===== src/rtl/cfp_pkg.sv =====
`default_nettype none
package cfp_pkg;

	localparam int PAYLOAD_DEPTH = 64;
	localparam int ADDR_W        = $clog2(PAYLOAD_DEPTH);
	localparam int CNT_W         = $clog2(PAYLOAD_DEPTH + 1);
	localparam int BYTE_W        = 8;
	localparam int IDX_W         = 6;
	localparam int MAXLEN_W      = 7;
	localparam int STATUS_W      = 2;
	localparam int CFG_IDX_W     = 1;
	localparam int CFG_DATA_W    = 8;

	localparam logic [BYTE_W-1:0]   HEAD_RST   = 8'd239;
	localparam logic [MAXLEN_W-1:0] MAXLEN_RST = 7'd64;
	localparam logic [BYTE_W-1:0]   DEPTH_BYTE = BYTE_W'(PAYLOAD_DEPTH);

	localparam logic [CFG_IDX_W-1:0] REG_HEAD_BYTE = 1'b0;
	localparam logic [CFG_IDX_W-1:0] REG_MAX_LEN   = 1'b1;

	localparam logic [STATUS_W-1:0] ST_GOOD    = 2'd0;
	localparam logic [STATUS_W-1:0] ST_LEN_ERR = 2'd1;
	localparam logic [STATUS_W-1:0] ST_SUM_ERR = 2'd2;

	typedef enum logic [3:0] {
		OP_NONE,
		OP_HEAD,
		OP_DEV,
		OP_SYS,
		OP_MSG,
		OP_SEQ,
		OP_LEN,
		OP_PAY,
		OP_CHK,
		OP_RD,
		OP_LD
	} cfp_op_t;

	typedef struct packed {
		cfp_op_t op;
	} cfp_cmd_t;

	typedef struct packed {
		logic head_match;
		logic len_zero;
		logic len_bad;
		logic pay_done;
		logic sum_ok;
		logic len_reg_zero;
		logic emit_last;
		logic out_free;
	} cfp_sts_t;

	typedef struct packed {
		logic [STATUS_W-1:0] status;
		logic [BYTE_W-1:0]   device_id;
		logic [BYTE_W-1:0]   system_id;
		logic [BYTE_W-1:0]   message_id;
		logic [BYTE_W-1:0]   sequence_res;
		logic [BYTE_W-1:0]   payload_len;
		logic [IDX_W-1:0]    byte_index;
		logic [BYTE_W-1:0]   payload_byte;
		logic                has_byte;
		logic                last;
	} cfp_res_t;

endpackage
`default_nettype wire


===== src/rtl/cfp_if.sv =====
`default_nettype none
interface cfp_rx_if;
	logic                        valid;
	logic                        ready;
	logic [cfp_pkg::BYTE_W-1:0]  rx_byte;

	modport source (output valid, output rx_byte, input ready);
	modport sink (input valid, input rx_byte, output ready);
endinterface

interface cfp_res_if;
	logic                          valid;
	logic                          ready;
	logic [cfp_pkg::STATUS_W-1:0]  status;
	logic [cfp_pkg::BYTE_W-1:0]    device_id;
	logic [cfp_pkg::BYTE_W-1:0]    system_id;
	logic [cfp_pkg::BYTE_W-1:0]    message_id;
	logic [cfp_pkg::BYTE_W-1:0]    sequence_res;
	logic [cfp_pkg::BYTE_W-1:0]    payload_len;
	logic [cfp_pkg::IDX_W-1:0]     byte_index;
	logic [cfp_pkg::BYTE_W-1:0]    payload_byte;
	logic                          has_byte;
	logic                          last;

	modport source (
		output valid, output status, output device_id, output system_id,
		output message_id, output sequence_res, output payload_len,
		output byte_index, output payload_byte, output has_byte, output last,
		input ready
	);
	modport sink (
		input valid, input status, input device_id, input system_id,
		input message_id, input sequence_res, input payload_len,
		input byte_index, input payload_byte, input has_byte, input last,
		output ready
	);
endinterface

interface cfp_cfg_if;
	logic                             valid;
	logic                             ready;
	logic [cfp_pkg::CFG_IDX_W-1:0]    index;
	logic [cfp_pkg::CFG_DATA_W-1:0]   data;

	modport source (output valid, output index, output data, input ready);
	modport sink (input valid, input index, input data, output ready);
endinterface
`default_nettype wire


===== src/rtl/cfp_ctrl.sv =====
`default_nettype none
module cfp_ctrl (
	input  wire logic              clk,
	input  wire logic              arst_n,
	input  wire logic              rx_valid,
	output logic                   rx_ready,
	input  wire cfp_pkg::cfp_sts_t sts,
	output cfp_pkg::cfp_cmd_t      cmd
);

	typedef enum logic [3:0] {
		S_HUNT,
		S_DEV,
		S_SYS,
		S_MSG,
		S_SEQ,
		S_LEN,
		S_PAY,
		S_CHK,
		S_EMIT_RD,
		S_EMIT_LD
	} state_t;

	state_t state_q;
	logic   receiving;
	logic   rx_fire;

	assign receiving = (state_q != S_EMIT_RD) && (state_q != S_EMIT_LD);
	assign rx_ready  = receiving && sts.out_free;
	assign rx_fire   = rx_valid && rx_ready;

	always_comb begin
		cmd.op = cfp_pkg::OP_NONE;
		case (state_q)
			S_HUNT:    if (rx_fire) cmd.op = cfp_pkg::OP_HEAD;
			S_DEV:     if (rx_fire) cmd.op = cfp_pkg::OP_DEV;
			S_SYS:     if (rx_fire) cmd.op = cfp_pkg::OP_SYS;
			S_MSG:     if (rx_fire) cmd.op = cfp_pkg::OP_MSG;
			S_SEQ:     if (rx_fire) cmd.op = cfp_pkg::OP_SEQ;
			S_LEN:     if (rx_fire) cmd.op = cfp_pkg::OP_LEN;
			S_PAY:     if (rx_fire) cmd.op = cfp_pkg::OP_PAY;
			S_CHK:     if (rx_fire) cmd.op = cfp_pkg::OP_CHK;
			S_EMIT_RD: if (sts.out_free) cmd.op = cfp_pkg::OP_RD;
			S_EMIT_LD: cmd.op = cfp_pkg::OP_LD;
			default:   cmd.op = cfp_pkg::OP_NONE;
		endcase
	end

	always_ff @(posedge clk or negedge arst_n) begin
		if (!arst_n) begin
			state_q <= S_HUNT;
		end else begin
			case (state_q)
				S_HUNT: if (rx_fire && sts.head_match) state_q <= S_DEV;
				S_DEV:  if (rx_fire) state_q <= S_SYS;
				S_SYS:  if (rx_fire) state_q <= S_MSG;
				S_MSG:  if (rx_fire) state_q <= S_SEQ;
				S_SEQ:  if (rx_fire) state_q <= S_LEN;
				S_LEN: begin
					if (rx_fire) begin
						if (sts.len_zero) state_q <= S_CHK;
						else if (sts.len_bad) state_q <= S_HUNT;
						else state_q <= S_PAY;
					end
				end
				S_PAY: if (rx_fire && sts.pay_done) state_q <= S_CHK;
				S_CHK: begin
					if (rx_fire) begin
						if (sts.sum_ok && !sts.len_reg_zero) state_q <= S_EMIT_RD;
						else state_q <= S_HUNT;
					end
				end
				S_EMIT_RD: if (sts.out_free) state_q <= S_EMIT_LD;
				S_EMIT_LD: state_q <= sts.emit_last ? S_HUNT : S_EMIT_RD;
				default:   state_q <= S_HUNT;
			endcase
		end
	end

endmodule
`default_nettype wire


===== src/rtl/cfp_dpath.sv =====
`default_nettype none
module cfp_dpath (
	input  wire logic                              clk,
	input  wire logic                              arst_n,
	input  wire logic [cfp_pkg::BYTE_W-1:0]        rx_byte,
	input  wire cfp_pkg::cfp_cmd_t                 cmd,
	output cfp_pkg::cfp_sts_t                      sts,
	input  wire logic                              cfg_we,
	input  wire logic [cfp_pkg::CFG_IDX_W-1:0]     cfg_index,
	input  wire logic [cfp_pkg::CFG_DATA_W-1:0]    cfg_data,
	output logic                                   res_valid,
	input  wire logic                              res_ready,
	output cfp_pkg::cfp_res_t                      res
);

	logic [cfp_pkg::BYTE_W-1:0]   head_q;
	logic [cfp_pkg::MAXLEN_W-1:0] max_len_q;
	logic [cfp_pkg::BYTE_W-1:0]   dev_q;
	logic [cfp_pkg::BYTE_W-1:0]   sys_q;
	logic [cfp_pkg::BYTE_W-1:0]   msg_q;
	logic [cfp_pkg::BYTE_W-1:0]   seq_q;
	logic [cfp_pkg::BYTE_W-1:0]   len_q;
	logic [cfp_pkg::BYTE_W-1:0]   sum_q;
	logic [cfp_pkg::CNT_W-1:0]    cnt_q;
	logic [cfp_pkg::BYTE_W-1:0]   rd_data_q;
	logic [cfp_pkg::BYTE_W-1:0]   mem_q [cfp_pkg::PAYLOAD_DEPTH];
	logic                         res_valid_q;
	cfp_pkg::cfp_res_t            res_q;

	logic [cfp_pkg::BYTE_W-1:0]   sum_next;
	logic [cfp_pkg::BYTE_W-1:0]   cnt_inc;
	logic [cfp_pkg::ADDR_W-1:0]   addr;
	logic                         load;
	cfp_pkg::cfp_res_t            load_res;

	assign sum_next = sum_q + rx_byte;
	assign cnt_inc  = cfp_pkg::BYTE_W'(cnt_q) + 8'd1;
	assign addr     = cnt_q[cfp_pkg::ADDR_W-1:0];

	assign sts.head_match   = (rx_byte == head_q);
	assign sts.len_zero     = (rx_byte == '0);
	assign sts.len_bad      = (rx_byte > {1'b0, max_len_q}) || (rx_byte > cfp_pkg::DEPTH_BYTE);
	assign sts.pay_done     = (cnt_inc >= len_q);
	assign sts.sum_ok       = (rx_byte == sum_q);
	assign sts.len_reg_zero = (len_q == '0);
	assign sts.emit_last    = (cnt_inc == len_q);
	assign sts.out_free     = !res_valid_q || res_ready;

	// result formed from the latched header plus what the command selects
	always_comb begin
		load                  = 1'b0;
		load_res.status       = cfp_pkg::ST_GOOD;
		load_res.device_id    = dev_q;
		load_res.system_id    = sys_q;
		load_res.message_id   = msg_q;
		load_res.sequence_res = seq_q;
		load_res.payload_len  = len_q;
		load_res.byte_index   = '0;
		load_res.payload_byte = '0;
		load_res.has_byte     = 1'b0;
		load_res.last         = 1'b1;
		case (cmd.op)
			cfp_pkg::OP_LEN: begin
				load_res.payload_len = rx_byte;
				if (!sts.len_zero && sts.len_bad) begin
					load            = 1'b1;
					load_res.status = cfp_pkg::ST_LEN_ERR;
				end
			end
			cfp_pkg::OP_CHK: begin
				if (!sts.sum_ok) begin
					load            = 1'b1;
					load_res.status = cfp_pkg::ST_SUM_ERR;
				end else if (sts.len_reg_zero) begin
					load = 1'b1;
				end
			end
			cfp_pkg::OP_LD: begin
				load                  = 1'b1;
				load_res.byte_index   = cnt_q[cfp_pkg::IDX_W-1:0];
				load_res.payload_byte = rd_data_q;
				load_res.has_byte     = 1'b1;
				load_res.last         = sts.emit_last;
			end
			default: load = 1'b0;
		endcase
	end

	always_ff @(posedge clk or negedge arst_n) begin
		if (!arst_n) begin
			head_q      <= cfp_pkg::HEAD_RST;
			max_len_q   <= cfp_pkg::MAXLEN_RST;
			res_valid_q <= 1'b0;
		end else begin
			if (cfg_we) begin
				case (cfg_index)
					cfp_pkg::REG_HEAD_BYTE: head_q <= cfg_data;
					cfp_pkg::REG_MAX_LEN:   max_len_q <= cfg_data[cfp_pkg::MAXLEN_W-1:0];
					default: ;
				endcase
			end
			if (load) res_valid_q <= 1'b1;
			else if (res_ready) res_valid_q <= 1'b0;
		end
	end

	always_ff @(posedge clk) begin
		if (load) res_q <= load_res;
		case (cmd.op)
			cfp_pkg::OP_HEAD: if (sts.head_match) sum_q <= rx_byte;
			cfp_pkg::OP_DEV: begin
				dev_q <= rx_byte;
				sum_q <= sum_next;
			end
			cfp_pkg::OP_SYS: begin
				sys_q <= rx_byte;
				sum_q <= sum_next;
			end
			cfp_pkg::OP_MSG: begin
				msg_q <= rx_byte;
				sum_q <= sum_next;
			end
			cfp_pkg::OP_SEQ: begin
				seq_q <= rx_byte;
				sum_q <= sum_next;
			end
			cfp_pkg::OP_LEN: begin
				len_q <= rx_byte;
				sum_q <= sum_next;
				cnt_q <= '0;
			end
			cfp_pkg::OP_PAY: begin
				sum_q <= sum_next;
				cnt_q <= sts.pay_done ? '0 : cnt_inc[cfp_pkg::CNT_W-1:0];
			end
			cfp_pkg::OP_CHK: cnt_q <= '0;
			cfp_pkg::OP_LD:  cnt_q <= cnt_inc[cfp_pkg::CNT_W-1:0];
			default: ;
		endcase
	end

	// payload buffer
	always_ff @(posedge clk) begin
		if (cmd.op == cfp_pkg::OP_PAY) mem_q[addr] <= rx_byte;
		if (cmd.op == cfp_pkg::OP_RD) rd_data_q <= mem_q[addr];
	end

	assign res_valid = res_valid_q;
	assign res       = res_q;

endmodule
`default_nettype wire


===== src/rtl/checksummed_frame_parser_core.sv =====
// Serial frame parser with an 8-bit additive checksum.
// rx: one received byte per transaction (valid/ready). The parser hunts for
// the head byte, latches device, system, message, sequence and length bytes,
// buffers the payload and checks the trailing sum byte.
// res: one transaction per result: a good frame gives one result per payload
// byte (last on the final one) or a single empty result for zero length;
// a length error or a sum mismatch gives one error result.
// cfg: register writes (index 0 head byte, 1 max payload length), always
// ready; write only while the parser is idle.
// Timing: an error or empty result is registered and shows on res the cycle
// after the byte that causes it. The first payload result of a good frame
// follows the sum byte through the registered read of the payload buffer and
// then the load of the output register; each further payload result takes
// another read and load, and a read waits while res holds an unaccepted
// result; rx ready is low until the last one is loaded.
// Stall: while a result waits on res, rx ready stays high only if res ready
// is high, so a stalled receiver holds back rx without losing data.
// Reset: asynchronous; the parser hunts for the head byte and the registers
// return to head 0xEF and limit 64. No buffer clearing is needed.
`default_nettype none
module checksummed_frame_parser_core (
	input  wire logic clk,
	input  wire logic arst_n,
	cfp_rx_if.sink    rx,
	cfp_res_if.source res,
	cfp_cfg_if.sink   cfg
);

	cfp_pkg::cfp_cmd_t cmd;
	cfp_pkg::cfp_sts_t sts;
	cfp_pkg::cfp_res_t res_d;
	logic              res_valid;

	assign cfg.ready = 1'b1;

	cfp_ctrl u_ctrl (
		.clk      (clk),
		.arst_n   (arst_n),
		.rx_valid (rx.valid),
		.rx_ready (rx.ready),
		.sts      (sts),
		.cmd      (cmd)
	);

	cfp_dpath u_dpath (
		.clk       (clk),
		.arst_n    (arst_n),
		.rx_byte   (rx.rx_byte),
		.cmd       (cmd),
		.sts       (sts),
		.cfg_we    (cfg.valid && cfg.ready),
		.cfg_index (cfg.index),
		.cfg_data  (cfg.data),
		.res_valid (res_valid),
		.res_ready (res.ready),
		.res       (res_d)
	);

	assign res.valid        = res_valid;
	assign res.status       = res_d.status;
	assign res.device_id    = res_d.device_id;
	assign res.system_id    = res_d.system_id;
	assign res.message_id   = res_d.message_id;
	assign res.sequence_res = res_d.sequence_res;
	assign res.payload_len  = res_d.payload_len;
	assign res.byte_index   = res_d.byte_index;
	assign res.payload_byte = res_d.payload_byte;
	assign res.has_byte     = res_d.has_byte;
	assign res.last         = res_d.last;

	// no byte is taken while an undelivered result would be overwritten
	a_rx_needs_room: assert property (@(posedge clk) disable iff (!arst_n)
		rx.valid && rx.ready |-> !res.valid || res.ready)
		else $error("rx accepted while result register full");

	// input stays closed between payload results of one frame
	a_emit_blocks_rx: assert property (@(posedge clk) disable iff (!arst_n)
		res.valid && res.ready && res.has_byte && !res.last |=> !rx.ready)
		else $error("rx opened in the middle of payload output");

	// only good frames carry payload bytes
	a_byte_good: assert property (@(posedge clk) disable iff (!arst_n)
		res.valid && res.has_byte |-> res.status == cfp_pkg::ST_GOOD)
		else $error("payload byte on an error result");

endmodule
`default_nettype wire

===== src/flat_wrapper.sv =====
// flat-port wrapper written by rule: the top's interface ports become plain ports
module checksummed_frame_parser_core_flat 
  (clk, arst_n, rx_valid, rx_rx_byte, rx_ready, res_valid, res_status, res_device_id, res_system_id, res_message_id, res_sequence_res, res_payload_len, res_byte_index, res_payload_byte, res_has_byte, res_last, res_ready, cfg_valid, cfg_index, cfg_data, cfg_ready);
  cfp_rx_if rx_i ();
  cfp_res_if res_i ();
  cfp_cfg_if cfg_i ();
  input  wire logic clk;
  input  wire logic arst_n;
  input wire logic [$bits(rx_i.valid)-1:0] rx_valid;
  input wire logic [$bits(rx_i.rx_byte)-1:0] rx_rx_byte;
  output wire logic [$bits(rx_i.ready)-1:0] rx_ready;
  output wire logic [$bits(res_i.valid)-1:0] res_valid;
  output wire logic [$bits(res_i.status)-1:0] res_status;
  output wire logic [$bits(res_i.device_id)-1:0] res_device_id;
  output wire logic [$bits(res_i.system_id)-1:0] res_system_id;
  output wire logic [$bits(res_i.message_id)-1:0] res_message_id;
  output wire logic [$bits(res_i.sequence_res)-1:0] res_sequence_res;
  output wire logic [$bits(res_i.payload_len)-1:0] res_payload_len;
  output wire logic [$bits(res_i.byte_index)-1:0] res_byte_index;
  output wire logic [$bits(res_i.payload_byte)-1:0] res_payload_byte;
  output wire logic [$bits(res_i.has_byte)-1:0] res_has_byte;
  output wire logic [$bits(res_i.last)-1:0] res_last;
  input wire logic [$bits(res_i.ready)-1:0] res_ready;
  input wire logic [$bits(cfg_i.valid)-1:0] cfg_valid;
  input wire logic [$bits(cfg_i.index)-1:0] cfg_index;
  input wire logic [$bits(cfg_i.data)-1:0] cfg_data;
  output wire logic [$bits(cfg_i.ready)-1:0] cfg_ready;
  assign rx_i.valid = rx_valid;
  assign rx_i.rx_byte = rx_rx_byte;
  assign rx_ready = rx_i.ready;
  assign res_valid = res_i.valid;
  assign res_status = res_i.status;
  assign res_device_id = res_i.device_id;
  assign res_system_id = res_i.system_id;
  assign res_message_id = res_i.message_id;
  assign res_sequence_res = res_i.sequence_res;
  assign res_payload_len = res_i.payload_len;
  assign res_byte_index = res_i.byte_index;
  assign res_payload_byte = res_i.payload_byte;
  assign res_has_byte = res_i.has_byte;
  assign res_last = res_i.last;
  assign res_i.ready = res_ready;
  assign cfg_i.valid = cfg_valid;
  assign cfg_i.index = cfg_index;
  assign cfg_i.data = cfg_data;
  assign cfg_ready = cfg_i.ready;
  checksummed_frame_parser_core u_core (.clk(clk), .arst_n(arst_n), .rx(rx_i), .res(res_i), .cfg(cfg_i));
endmodule

===== config.mk =====
export PLATFORM = sky130hd
export DESIGN_NAME = checksummed_frame_parser_core_flat
export DESIGN_NICKNAME = d
export VERILOG_FILES = /design/src/rtl/cfp_pkg.sv /design/src/rtl/cfp_if.sv /design/src/rtl/cfp_ctrl.sv /design/src/rtl/cfp_dpath.sv /design/src/rtl/checksummed_frame_parser_core.sv /design/src/flat_wrapper.sv
export SDC_FILE = /design/constraint.sdc
export NUM_CORES = 1
export LEC_CHECK = 0
export BUFFER_PORTS_ARGS = -buffer_cell sky130_fd_sc_hd__buf_4
export CAP_MARGIN = 20
export CORE_ASPECT_RATIO = 0.75
export CORE_MARGIN = 1
export CORE_UTILIZATION = 25
export DETAILED_ROUTE_END_ITERATION = 10
export GPL_TIMING_DRIVEN = 0
export SETUP_SLACK_MARGIN = 0.05
export SLEW_MARGIN = 20
export SYNTH_ARGS = -nofsm -noshare
export SYNTH_HDL_FRONTEND = slang
export SYNTH_SLANG_ARGS = --single-unit

===== constraint.sdc =====
create_clock -name clk -period 6.2 [get_ports clk]
set_input_delay 0 -clock clk [delete_from_list [all_inputs] [get_ports clk]]
set_output_delay 0 -clock clk [all_outputs]
set_load 0.05 [all_outputs]

==> metrics <==
die width 373 um; Post-synth top cells 625 x edfxtp_1, 115 x nor2_1, 63 x mux4_2, 54 x mux2_2; number of distinct library cells after synthesis 70; Post-Synth Simple-Gate Area 4.95%; Initial Util 25.4%; DR iter-0 viols 2,041; synthesized flop and latch total 653; clock slew at reported path FFs 0.07 ns; # rows 101; H-tree depth 2; GRT Overall Usage 14.1%; Clock Tree Buf Depth 3; Ports 83; Post-CTS Setup Repair Bufs 0; gpl congestion 0.939; type of origin of the critical path flop; die height 281 um; type of the worst setup path reg2reg; Max Clk Rate 0.217 GHz; main combinational cell family by area after synthesis multiplexers; cell family with most CP delay buffers and inverters; compound-gate portion of the synthesized area 5.98%; Layout Area Growth over Synthesis 17.9%; Max Clock Skew around 0.028 ns; crit-path cells buf_6 > buf_4 > buf_4 > buf_2 > buf_2 > nand3_1 > xor2_1 > inv_1 > ha_1 > nand4_1 > a41oi_1 > a2111oi_1 > a21oi_1 > nor2_1; GR Overflow Total 0; critical path peak fanout 10; worst-skew pair later-pin latency between 0.6 and 0.7 ns; Tmin final 4.60 ns; CP max-delay cell a2111oi_1; first-pass GRT wire length between 100,000 and 150,000 um; largest area contributor in the netlist edfxtp_1; synthesized area 25,900 sq um; clock root cell clkbuf_16; DRC viols 0; register area share after synthesis 75.2%; Pleak 9.85 nW; Peak VDD IR 0.000221 V; final instance area 30,500 sq um; HPWL after DPL 48,600 um; share of the synthesized area in the top cell type between 70% and 80%; ys async rst share 3.06%; Vias per Instance about 5.0; total CTS buffers 61; syn nets 1,511; core area ~100,000 sq um; drt first pass iters 6; Most flops, register u_core.u_dpath.mem_q; final net count approximately 1.7k; pwr dens just under 400 nW/um^2; failing checks negative hold slack; count leader, synth edfxtp_1; dominant cells by area after synthesis edfxtp_1 73%, mux4_2 5.5%, mux2_2 2.4%; Post-Syn Instances 1,465; cts hold-fix bufs 27; DR WL/cell ~25 um; placed inst area 28,200 sq um; Slew Viols, Final 0; EDFF count, synth 625; Post-DRT Antenna Nets 0; multiplexer area fraction after synthesis roughly 10%; Final Hold Fails 8; adder and majority gate portion of the synthesized area about 1.2%; largest net degree at the start of global routing between 70 and 80; number of antenna violations at the first check in global routing 1; YS warnings 0; Max stage delay on crit path just over 0.7 ns; worst min path class in2reg; relative slew slack 24.4%; PostCTS Resize Cnt 0; WP data required 6.69 ns; Post-Route WL 75,900 um; DIE AREA about 100,000 sq um; unrepaired setup endpoints after global routing no; crit path buf inv count 6; clock tree from TritonCTS done; ys flop type edfxtp_1; status finished, violations left; antenna cells 0; total negative slack 0 ns; Sink Count roughly 650; max FFs per register 512; Setup-failing EPs final 0; Max Cap Violations 0; CP endpoint kind flop; post-synthesis xor/xnor area fraction less than 1%; Buffers on Ports between 80 and 90; DR vias between 15k and 20k; WP data arrival 5.10 ns; measured slew at the worst slew-check pin 1.13 ns; layout cell share with drive strength beyond 1 21.5%; vias in the first global route approximately 15k; final hold slack -0.0103 ns; Avg Cell Area, Syn 17.7 sq um; crit share post-route 74.2%
-- cells by family (layout without fill, tap and decap cells) --
family	count (synthesis)	after routing
flip-flops	653	653
AND/OR/NAND/NOR	272	272
AO/OA/AOI/OAI	218	218
multiplexers	170	170
buffers and inverters	107	334
adder cells (fa/ha/maj)	24	24
XOR/XNOR	20	20
other	1	1
-- through the flow --
step | power, mW | cells | worst slack, ns | util (%)
4_1_cts | 11.7 | 3031 | 1.50 | 29.9
6_report | 11.8 | 3031 | 1.60 | 29.9
3_5_place_dp | 7.91 | 2888 | 1.52 | 27.7
5_1_grt | 12.1 | 3031 | 1.33 | 29.9
3_3_place_gp | 7.86 | 2885 | 1.52 | 27.6
2_1_floorplan | 6.86 | 1465 | 3.05 | -
-- cell type report --
class | count | area, sq um
clock inverters | 46 | 468
inverters | 28 | 105
multi-input cells | 705 | 5920
clock buffers | 70 | 1560
flip-flops and latches | 653 | 19400
repair buffers | 111 | 896
plain buffers | 79 | 429
well taps | 1339 | 1680
fillers | 10008 | 71400
-- report_power, final --
| group | switching (mW) | internal [mW] | total (mW) | leakage (nW) |
|---|---|---|---|---|
| registers | 0.0971 | 5.11 | 5.20 | 5.93 |
| clock network | 1.72 | 2.15 | 3.87 | 0.985 |
| logic | 1.85 | 0.857 | 2.70 | 2.94 |
| total | 3.66 | 8.11 | 11.8 | 9.85 |
-- layout by cell type, fill, tap and decap left out, types with 28 or more instances in the layout --
cell       count
a221oi_1      38
mux4_2        63
inv_1         28
buf_4         94
clkbuf_1      39
nor2_1       115
mux2_2        54
edfxtp_1     625
a21oi_1       37
clkbuf_16     61
o21ai_0       36
nand2_1       49
buf_2         30
mux2i_1       49
-- worst reg2reg max path, cell delays in order (launching register included) --
cell	delay (ns)
edfxtp_1	0.48
buf_6	0.22
buf_4	0.29
buf_4	0.34
buf_2	0.48
buf_2	0.44
nand3_1	0.15
xor2_1	0.21
inv_1	0.07
ha_1	0.27
nand4_1	0.15
a41oi_1	0.09
a2111oi_1	0.71
a21oi_1	0.36
nor2_1	0.20
-- path summary, 6_finish.rpt --
| path | startpoint | endpoint | slack [ns] | depth (start not counted) |
|---|---|---|---|---|
| max reg2reg | u_core.u_dpath.cnt_q[2] | u_core.u_dpath.cnt_q[4] | 1.60 | 14 |
| min reg2reg | u_core.u_dpath.dev_q[2] | u_core.u_dpath.res[50] | 0.42 | 0 |
| max in group asynchronous | arst_n | u_core.u_ctrl.state_q[1] | 4.62 | 4 |
| min in group asynchronous | arst_n | u_core.u_dpath.max_len_q[6] | 0.52 | 3 |
| min | rx_rx_byte[0] | u_core.u_dpath.mem_q[36][0] | -0.01 | 1 |
| max | u_core.u_dpath.cnt_q[2] | u_core.u_dpath.cnt_q[4] | 1.60 | 14 |
-- routing by layer --
layer / wire, um / GRT usage (%) / part of all wire (%) / vias up
met4: 1860 / 3.81 / 2.5 / 0
met2: 32900 / 20.9 / 43 / 850
met5: 0 / 0 / 0 / -
li1: - / - / - / 6212
met3: 8500 / 4.03 / 11 / 139
met1: 32600 / 20.0 / 43 / 7803
Power figures use the tool's default switching activity.
